## src/hdl/crcr_pkg.sv

```systemverilog
// Package for the circle versus rectangle collision block.
// Holds the input and output word types, the rectangle entry type, op codes
// and the saturation helper. No dependencies.
package crcr_pkg;

	localparam int MAX_RECTS_DFLT = 256;
	localparam int COORD_W = 16;
	localparam int RECT_F_W = 15;
	localparam int WIDE_W = 18;

	typedef enum logic [1:0] {
		OP_CLEAR   = 2'd0,
		OP_LOAD    = 2'd1,
		OP_RESOLVE = 2'd2,
		OP_UNUSED  = 2'd3
	} op_t;

	typedef struct packed {
		logic [1:0]                 op;
		logic [RECT_F_W-1:0]        rect_x;
		logic [RECT_F_W-1:0]        rect_y;
		logic [RECT_F_W-1:0]        rect_w;
		logic [RECT_F_W-1:0]        rect_h;
		logic signed [COORD_W-1:0]  pos_x;
		logic signed [COORD_W-1:0]  pos_y;
		logic signed [COORD_W-1:0]  prev_x;
		logic signed [COORD_W-1:0]  prev_y;
		logic [7:0]                 radius;
	} in_word_t;

	typedef struct packed {
		logic signed [COORD_W-1:0]  new_x;
		logic signed [COORD_W-1:0]  new_y;
		logic                       hit;
	} out_word_t;

	typedef struct packed {
		logic [RECT_F_W-1:0] x;
		logic [RECT_F_W-1:0] y;
		logic [RECT_F_W-1:0] w;
		logic [RECT_F_W-1:0] h;
	} rect_t;

	typedef struct packed {
		logic signed [COORD_W-1:0] cx;
		logic signed [COORD_W-1:0] cy;
		logic signed [COORD_W-1:0] px;
		logic signed [COORD_W-1:0] py;
		logic [7:0]                rad;
	} circ_t;

	typedef struct packed {
		logic                      hit;
		logic                      push_x;
		logic signed [COORD_W-1:0] push_val;
	} step_res_t;

	function automatic logic signed [COORD_W-1:0] sat16(input logic signed [WIDE_W-1:0] v);
		logic signed [WIDE_W-1:0] lo;
		logic signed [WIDE_W-1:0] hi;
		lo = -18'sd32768;
		hi = 18'sd32767;
		if (v < lo) begin
			return lo[COORD_W-1:0];
		end else if (v > hi) begin
			return hi[COORD_W-1:0];
		end else begin
			return v[COORD_W-1:0];
		end
	endfunction

endpackage

```

## src/hdl/crcr_step.sv

```systemverilog
// One rectangle test of the collision walk, split into a registered part and a combinational part.
// The first part registers the clamped distances, the squared radius and the push choice;
// the second squares and compares from those registers. Depends on crcr_pkg.
module crcr_step import crcr_pkg::*; (
	input  logic      clk,
	input  logic      load,
	input  rect_t     rect,
	input  circ_t     circ,
	output step_res_t res
);

	logic signed [WIDE_W-1:0] cx, cy, px, py;
	logic signed [WIDE_W-1:0] rx, ry, rr, rb, rad18, half18;
	logic signed [WIDE_W-1:0] ax_w, ay_w;
	logic                     band, go_left, go_right, go_top;
	logic signed [COORD_W-1:0] push_val;

	logic [8:0]               ax_s1, ay_s1;
	logic [15:0]              rad2_s1;
	logic                     push_x_s1;
	logic signed [COORD_W-1:0] push_val_s1;

	logic [17:0]              sq_sum;

	always_comb begin
		cx = {{2{circ.cx[COORD_W-1]}}, circ.cx};
		cy = {{2{circ.cy[COORD_W-1]}}, circ.cy};
		px = {{2{circ.px[COORD_W-1]}}, circ.px};
		py = {{2{circ.py[COORD_W-1]}}, circ.py};
		rx = {3'b000, rect.x};
		ry = {3'b000, rect.y};
		rr = rx + {3'b000, rect.w};
		rb = ry + {3'b000, rect.h};
		rad18 = {10'b0, circ.rad};
		half18 = {11'b0, circ.rad[7:1]};

		if (cx < rx) begin
			ax_w = rx - cx;
		end else if (cx > rr) begin
			ax_w = cx - rr;
		end else begin
			ax_w = '0;
		end
		if (cy < ry) begin
			ay_w = ry - cy;
		end else if (cy > rb) begin
			ay_w = cy - rb;
		end else begin
			ay_w = '0;
		end

		band = (py >= ry - rad18) && (py <= rb + rad18);
		go_left = (px <= rx - half18) && band;
		go_right = (px >= rr + rad18) && band;
		go_top = (py <= ry - rad18) && (px >= rx - rad18) && (px <= rr + rad18);

		if (go_left) begin
			push_val = sat16(rx - rad18);
		end else if (go_right) begin
			push_val = sat16(rr + rad18);
		end else if (go_top) begin
			push_val = sat16(ry - rad18);
		end else begin
			push_val = sat16(rb + rad18);
		end
	end

	always_ff @(posedge clk) begin
		if (load) begin
			ax_s1 <= (ax_w >= 18'sd256) ? 9'd256 : ax_w[8:0];
			ay_s1 <= (ay_w >= 18'sd256) ? 9'd256 : ay_w[8:0];
			rad2_s1 <= 16'({8'b0, circ.rad} * {8'b0, circ.rad});
			push_x_s1 <= go_left || go_right;
			push_val_s1 <= push_val;
		end
	end

	always_comb begin
		sq_sum = 18'({9'b0, ax_s1} * {9'b0, ax_s1}) + 18'({9'b0, ay_s1} * {9'b0, ay_s1});
		res.hit = sq_sum < {2'b00, rad2_s1};
		res.push_x = push_x_s1;
		res.push_val = push_val_s1;
	end

endmodule

```

## config.mk

```make
export PLATFORM = sky130hd
export DESIGN_NAME = crcr_step
export DESIGN_NICKNAME = d
export VERILOG_FILES = /design/src/hdl/crcr_pkg.sv /design/src/hdl/crcr_step.sv
export SDC_FILE = /design/constraint.sdc
export NUM_CORES = 1
export LEC_CHECK = 0
export ABC_AREA = 1
export BUFFER_PORTS_ARGS = -buffer_cell sky130_fd_sc_hd__buf_2
export CAP_MARGIN = 20
export CORE_MARGIN = 4
export CORE_UTILIZATION = 60
export CTS_BUF_LIST = sky130_fd_sc_hd__clkbuf_8
export DETAILED_ROUTE_END_ITERATION = 8
export PLACE_DENSITY = 0.8
export SYNTH_ARGS = -nofsm -noshare
export SYNTH_HDL_FRONTEND = slang
export SYNTH_SLANG_ARGS = --single-unit
```

## constraint.sdc

```tcl
create_clock -name clk -period 14 [get_ports clk]
set_input_delay 0.7 -clock clk [delete_from_list [all_inputs] [get_ports clk]]
set_output_delay 0.7 -clock clk [all_outputs]
set_load 0.03 [all_outputs]
```

==> impl_metrics.env, run 1 <==
export IMPL_postSynthNetCount=3344
export IMPL_cts_root_cell="clkbuf_8"
export IMPL_floorplan_initialDensity_pct=61.0
export IMPL_cp_startpoint="ay_s1[6]"
export IMPL_grt_remaining_overflow=0
export IMPL_worstHoldPathType="in2reg"
export IMPL_synthDominantAreaCellType="ha_1"
export IMPL_worst_path_largest_cell_delay_ns=0.65
export IMPL_cts_reportedPaths_clkPinSlew_ns=0.11
export IMPL_synth_seq_area_share_pct=8.01
export IMPL_clock_sink_count=50
export IMPL_worst_path_arrival_ns=7.13
export IMPL_flow_area_growth_from_synthesis_pct=6.32
export IMPL_clock_tree_htree_level_count=2
export IMPL_synth_main_ff_cell="edfxtp_1"
export IMPL_crit_path_max_fanout=13
export IMPL_post_cts_resized=0
export IMPL_antenna_found_initial=5
export IMPL_detail_route_antenna_nets=0
export IMPL_max_cap_viols=0
export IMPL_hold_violation_count_in_the_final_report=0
export IMPL_cts_hold_fix_buffers=0
export IMPL_achievable_frequency_mhz=128
export IMPL_period_needed_ns=7.83
export IMPL_timing_final_max_slew_violations=0
export IMPL_filler_cell_count=2858
export IMPL_crit_slowest_cell="fa_1"
export IMPL_maximum_buffer_depth_of_the_clock_tree=2
export IMPL_worst_setup_start_kind="flop"
export IMPL_grt_max_degree=51
export IMPL_startpoint_of_the_lowest_slack_hold_path="circ[0]"
export IMPL_worst_path_stages=28
export IMPL_synthesis_instances=2760
export IMPL_pin_count=152
export IMPL_cts_buffers=5
export IMPL_synth_top_cells_by_area="ha_1 21%, fa_1 14%, nand2_1 13%, inv_1 11%, edfxtp_1 8.0%"
export IMPL_dr_first_iter_drc_count=1338
export IMPL_gp_routability_congestion=0.997
export IMPL_worstPathBufferInverterCount=7
export IMPL_placement_io_buffers=151
export IMPL_ys_top_cells_by_count="649 x nand2_1, 556 x inv_1, 318 x ha_1"
export IMPL_crit_type="reg2out"
export IMPL_worst_setup_path_endpoint="res[17]"
export IMPL_vias_per_cell=5.60
export IMPL_syn_area_sq_um=18800
export IMPL_groute_usage_overall_pct=31.5
export IMPL_postSynthAreaPerCell_sq_um=6.80
export IMPL_post_synth_num_cell_types=56
export IMPL_post_cts_buffers=0
export IMPL_synth_async_sr_flop_share_pct=0
export IMPL_die_x_um=185
export IMPL_finalSetupViolCount=0
export IMPL_ff_latch_area_sq_um=1500
export IMPL_slew_headroom_pct=49.9
export IMPL_final_setup_tns_ns=0
export IMPL_final_nets=3463
export IMPL_multi_input_comb_area_sq_um=14900
export IMPL_die_height_um=185
export IMPL_routed_wl_um=54200
export IMPL_cts_tree="yes"
export IMPL_grt_pass1_vias=17784
export IMPL_synth_edff_count=50
export IMPL_placement_rows=64
export IMPL_ant_diodes=0
export IMPL_layout_worst_path_cycle_share_pct=56.0
export IMPL_finalHoldWorstSlack_ns=0.775
export IMPL_drive_gt1_share_pct=8.58
export IMPL_drt_first_pass_iters=6
export IMPL_status="completed"
export IMPL_die_area_sq_um=34200
export IMPL_post_synth_top_area_fraction_pct=21.2
export IMPL_grt_setup_unrepaired="false"
export IMPL_critical_path_endpoint_category="output port"
export IMPL_core_sq_um=30700
export IMPL_wire_length_of_the_first_global_routing_pass_um=86900
export IMPL_critPathRequiredTime_ns=13.30
export IMPL_drt_drc_violations_left=0
export IMPL_dp_hpwl_um=47500
export IMPL_via_count=18333
export IMPL_post_synth_top_count_cell="nand2_1"
export IMPL_tightest_slew_ns=0.751
export IMPL_synth_warning_count=0
export IMPL_routed_wire_length_per_instance_um=16.5
export IMPL_synthesis_stage_register_bit_count=50
export IMPL_critical_path_top_delay_family="adder cells"
## stage by stage
stage | cell area [sq um] | setup slack [ns] | util (%) | std cells
floorplan | 18800 | 6.91 | - | 2760
global placement | 19800 | 6.79 | 64.5 | 3268
detailed placement | 19800 | 6.63 | 64.5 | 3268
CTS | 19900 | 6.22 | 64.9 | 3276
global route | 19900 | 5.67 | 64.9 | 3276
finish | 19900 | 6.17 | 64.9 | 3276
## layout by cell type (no fill, tap or decap), types with 4 or more instances in the layout
master,synthesis,layout
o21ai_0,88,88
nor3_1,22,22
a21boi_0,5,5
inv_2,11,11
nand2_1,649,649
a21o_1,9,9
nand2_2,24,24
nand3_2,12,12
nor2_1,179,179
and2_1,7,7
nor4_1,6,6
a21oi_1,194,194
o211ai_1,4,4
nand4_1,39,39
nand3b_1,10,10
ha_1,318,318
o21bai_1,20,20
nand3_1,171,171
nor2_4,7,7
clkbuf_8,0,5
nor2_2,8,8
a31oi_1,6,6
xnor2_1,43,43
inv_1,556,556
fa_1,132,132
edfxtp_1,50,50
xor2_1,100,100
buf_2,3,151
or2_2,7,7
a211oi_1,5,5
## flip-flops by register name (all words and copies together), names as in the netlist
register and cells:
ay_s1 9, rad2_s1 15, push_val_s1 16, ax_s1 9, push_x_s1 1
## metal layers
metal / vias up / wire [um] / GRT usage [%]
met4: 10 / 2330 / 11.6
met2: 669 / 24900 / 53.1
li1: 9052 / - / -
met5: - / 65 / 0
met3: 143 / 3650 / 3.46
met1: 8459 / 23300 / 42.0
## cell families (layout without fill, tap and decap cells)
family | Yosys count | count (layout) | synth area share (%)
simple gates | 1152 | 1152 | 27.0
flops | 50 | 50 | 8.01
fa+ha+maj | 450 | 450 | 35.3
compound gates | 357 | 357 | 10.7
xor+xnor | 143 | 143 | 6.68
buf+inv | 608 | 728 | 12.4
## worst min-delay path by stage
| stage | endpoint | slack, ns | cells after the start |
|---|---|---|---|
| floorplan | rad2_s1[0] | 0.80 | 0 |
| global placement | rad2_s1[0] | 1.13 | 1 |
| detailed placement | rad2_s1[0] | 1.13 | 1 |
| CTS | rad2_s1[0] | 0.77 | 1 |
| global route | rad2_s1[0] | 0.77 | 1 |
| finish | rad2_s1[0] | 0.78 | 1 |
## area by class of cell
| class | instances | share of cell area, % |
|---|---|---|
| clock buffer | 5 | 0.345 |
| clock inverter | 3 | 0.213 |
| inverter | 567 | 10.7 |
| multi-input combinational | 2102 | 74.9 |
| sequential | 50 | 7.53 |
| tap | 396 | 2.48 |
| timing repair buffer | 153 | 3.86 |
Power of run 1 is left out: the tool's default activity adds up to more than one toggle a clock period on the data nets, which glitch-free logic cannot reach.
==> run 2: changes to the inputs <==
- clock period: 14 -> 7.7 ns (I/O delays scaled with it)
==> impl_metrics.env, run 2 (same netlist as run 1, synthesis figures left out) <==
export IMPL_status="completed"
export IMPL_routed_wire_length_per_instance_um=16.5
export IMPL_via_count=18371
export IMPL_die_x_um=185
export IMPL_cts_reportedPaths_clkPinSlew_ns=0.10
export IMPL_clock_sink_count=50
export IMPL_filler_cell_count=2819
export IMPL_grt_pass1_vias=17682
export IMPL_wl_met3_um=3500
export IMPL_pin_count=152
export IMPL_layout_cells_most_common_list="649 x nand2_1, 556 x inv_1, 318 x ha_1"
export IMPL_dr_first_iter_drc_count=1191
export IMPL_drive_gt1_share_pct=9.65
export IMPL_detail_route_antenna_nets=0
export IMPL_layout_worst_path_cycle_share_pct=95.6
export IMPL_worstHoldPathType="in2reg"
export IMPL_grt_remaining_overflow=0
export IMPL_crit_type="reg2out"
export IMPL_worst_path_arrival_ns=6.98
export IMPL_worst_slack_ns=0.336
export IMPL_gp_routability_congestion=1.00
export IMPL_placement_io_buffers=151
export IMPL_die_area_sq_um=34200
export IMPL_routed_wl_um=54500
export IMPL_final_nets=3496
export IMPL_met1_routed_length_um=23700
export IMPL_groute_usage_overall_pct=31.4
export IMPL_drt_drc_violations_left=0
export IMPL_cts_hold_fix_buffers=0
export IMPL_max_flop_register="push_val_s1"
export IMPL_placement_setup_worst_slack_ns=0.622
export IMPL_detailroute_wirelength_met2_um=25200
export IMPL_achievable_frequency_mhz=136
export IMPL_critPathRequiredTime_ns=7.32
export IMPL_placement_rows=64
export IMPL_die_height_um=185
export IMPL_dp_hpwl_um=47200
export IMPL_cts_root_cell="clkbuf_8"
export IMPL_period_needed_ns=7.36
export IMPL_finalSetupViolCount=0
export IMPL_critical_path_top_delay_family="adder cells"
export IMPL_worstPathBufferInverterCount=7
export IMPL_grt_max_degree=51
export IMPL_max_ffs_per_register=16
export IMPL_clock_tree_htree_level_count=2
export IMPL_floorplan_initialDensity_pct=61.0
export IMPL_critical_path_top_cell_by_count="nand2_1"
export IMPL_slew_headroom_pct=50.4
export IMPL_final_setup_tns_ns=0
export IMPL_wire_length_of_the_first_global_routing_pass_um=86700
export IMPL_drt_first_pass_iters=6
export IMPL_crit_path_max_fanout=5
export IMPL_worst_setup_start_kind="flop"
export IMPL_timing_final_max_slew_violations=0
export IMPL_final_core_util_pct=65.6
export IMPL_tightest_slew_ns=0.744
export IMPL_layout_cells_most_common="nand2_1"
export IMPL_hold_violation_count_in_the_final_report=0
export IMPL_cts_tree="yes"
export IMPL_top_layer_used="met5"
export IMPL_vias_per_cell=5.55
export IMPL_crit_slowest_cell="fa_1"
export IMPL_core_sq_um=30700
export IMPL_worst_path_largest_cell_delay_ns=0.59
export IMPL_cts_buffers=5
export IMPL_maximum_buffer_depth_of_the_clock_tree=2
export IMPL_flow_area_growth_from_synthesis_pct=7.57
export IMPL_antenna_found_initial=5
export IMPL_biggestRegsByFlops="push_val_s1 x16, rad2_s1 x15"
export IMPL_critical_path_endpoint_category="output port"
export IMPL_max_cap_viols=0
## run 2: cell types whose count changed in the layout (fill, tap and decap cells not counted), sizes merged
cell / delta
bufinv: -1
clkbuf: +1
dlymetal6s2s: +1
diode: +1
buf: +31
## run 2: per-layer routing
layer | track usage (%) | vias to the layer above
li1 | - | 9111
met1 | 42.2 | 8543
met2 | 52.4 | 591
met3 | 3.83 | 118
met4 | 11.1 | 8
met5 | 0 | -
## run 2: per-stage QoR
stage	instances	hold WS, ns	area, sq um
after floorplan	2760	0.484	18800
after detailed placement	3269	0.816	19800
final	3309	0.466	20200
after global routing	3308	0.468	20200
after CTS	3276	0.455	19900
after global placement	3269	0.816	19800
## run 2: final cells by class
class                      instances  area (sq um)  area share [%]
multi-input combinational       2102         14900            74.0
clock buffer                       5          68.8           0.341
antenna                            1          2.50          0.0124
inverter                         567          2130            10.5
sequential                        50          1500            7.44
timing repair buffer             186          1030            5.09
clock inverter                     2          13.8          0.0682
tap                              396           495            2.46
## run 2: final timing paths
path     start          to  slack, ns  cells past startpoint
min    circ[0]  rad2_s1[0]       0.47                      1
max   ay_s1[0]     res[17]       0.34                     35
## run 2: timing repair
item | CTS | global route
setup buffers | 0 | 32
setup endpoints to repair | 0 | 1
gates resized for setup | 0 | 3
Power of run 2 is left out for the same reason.
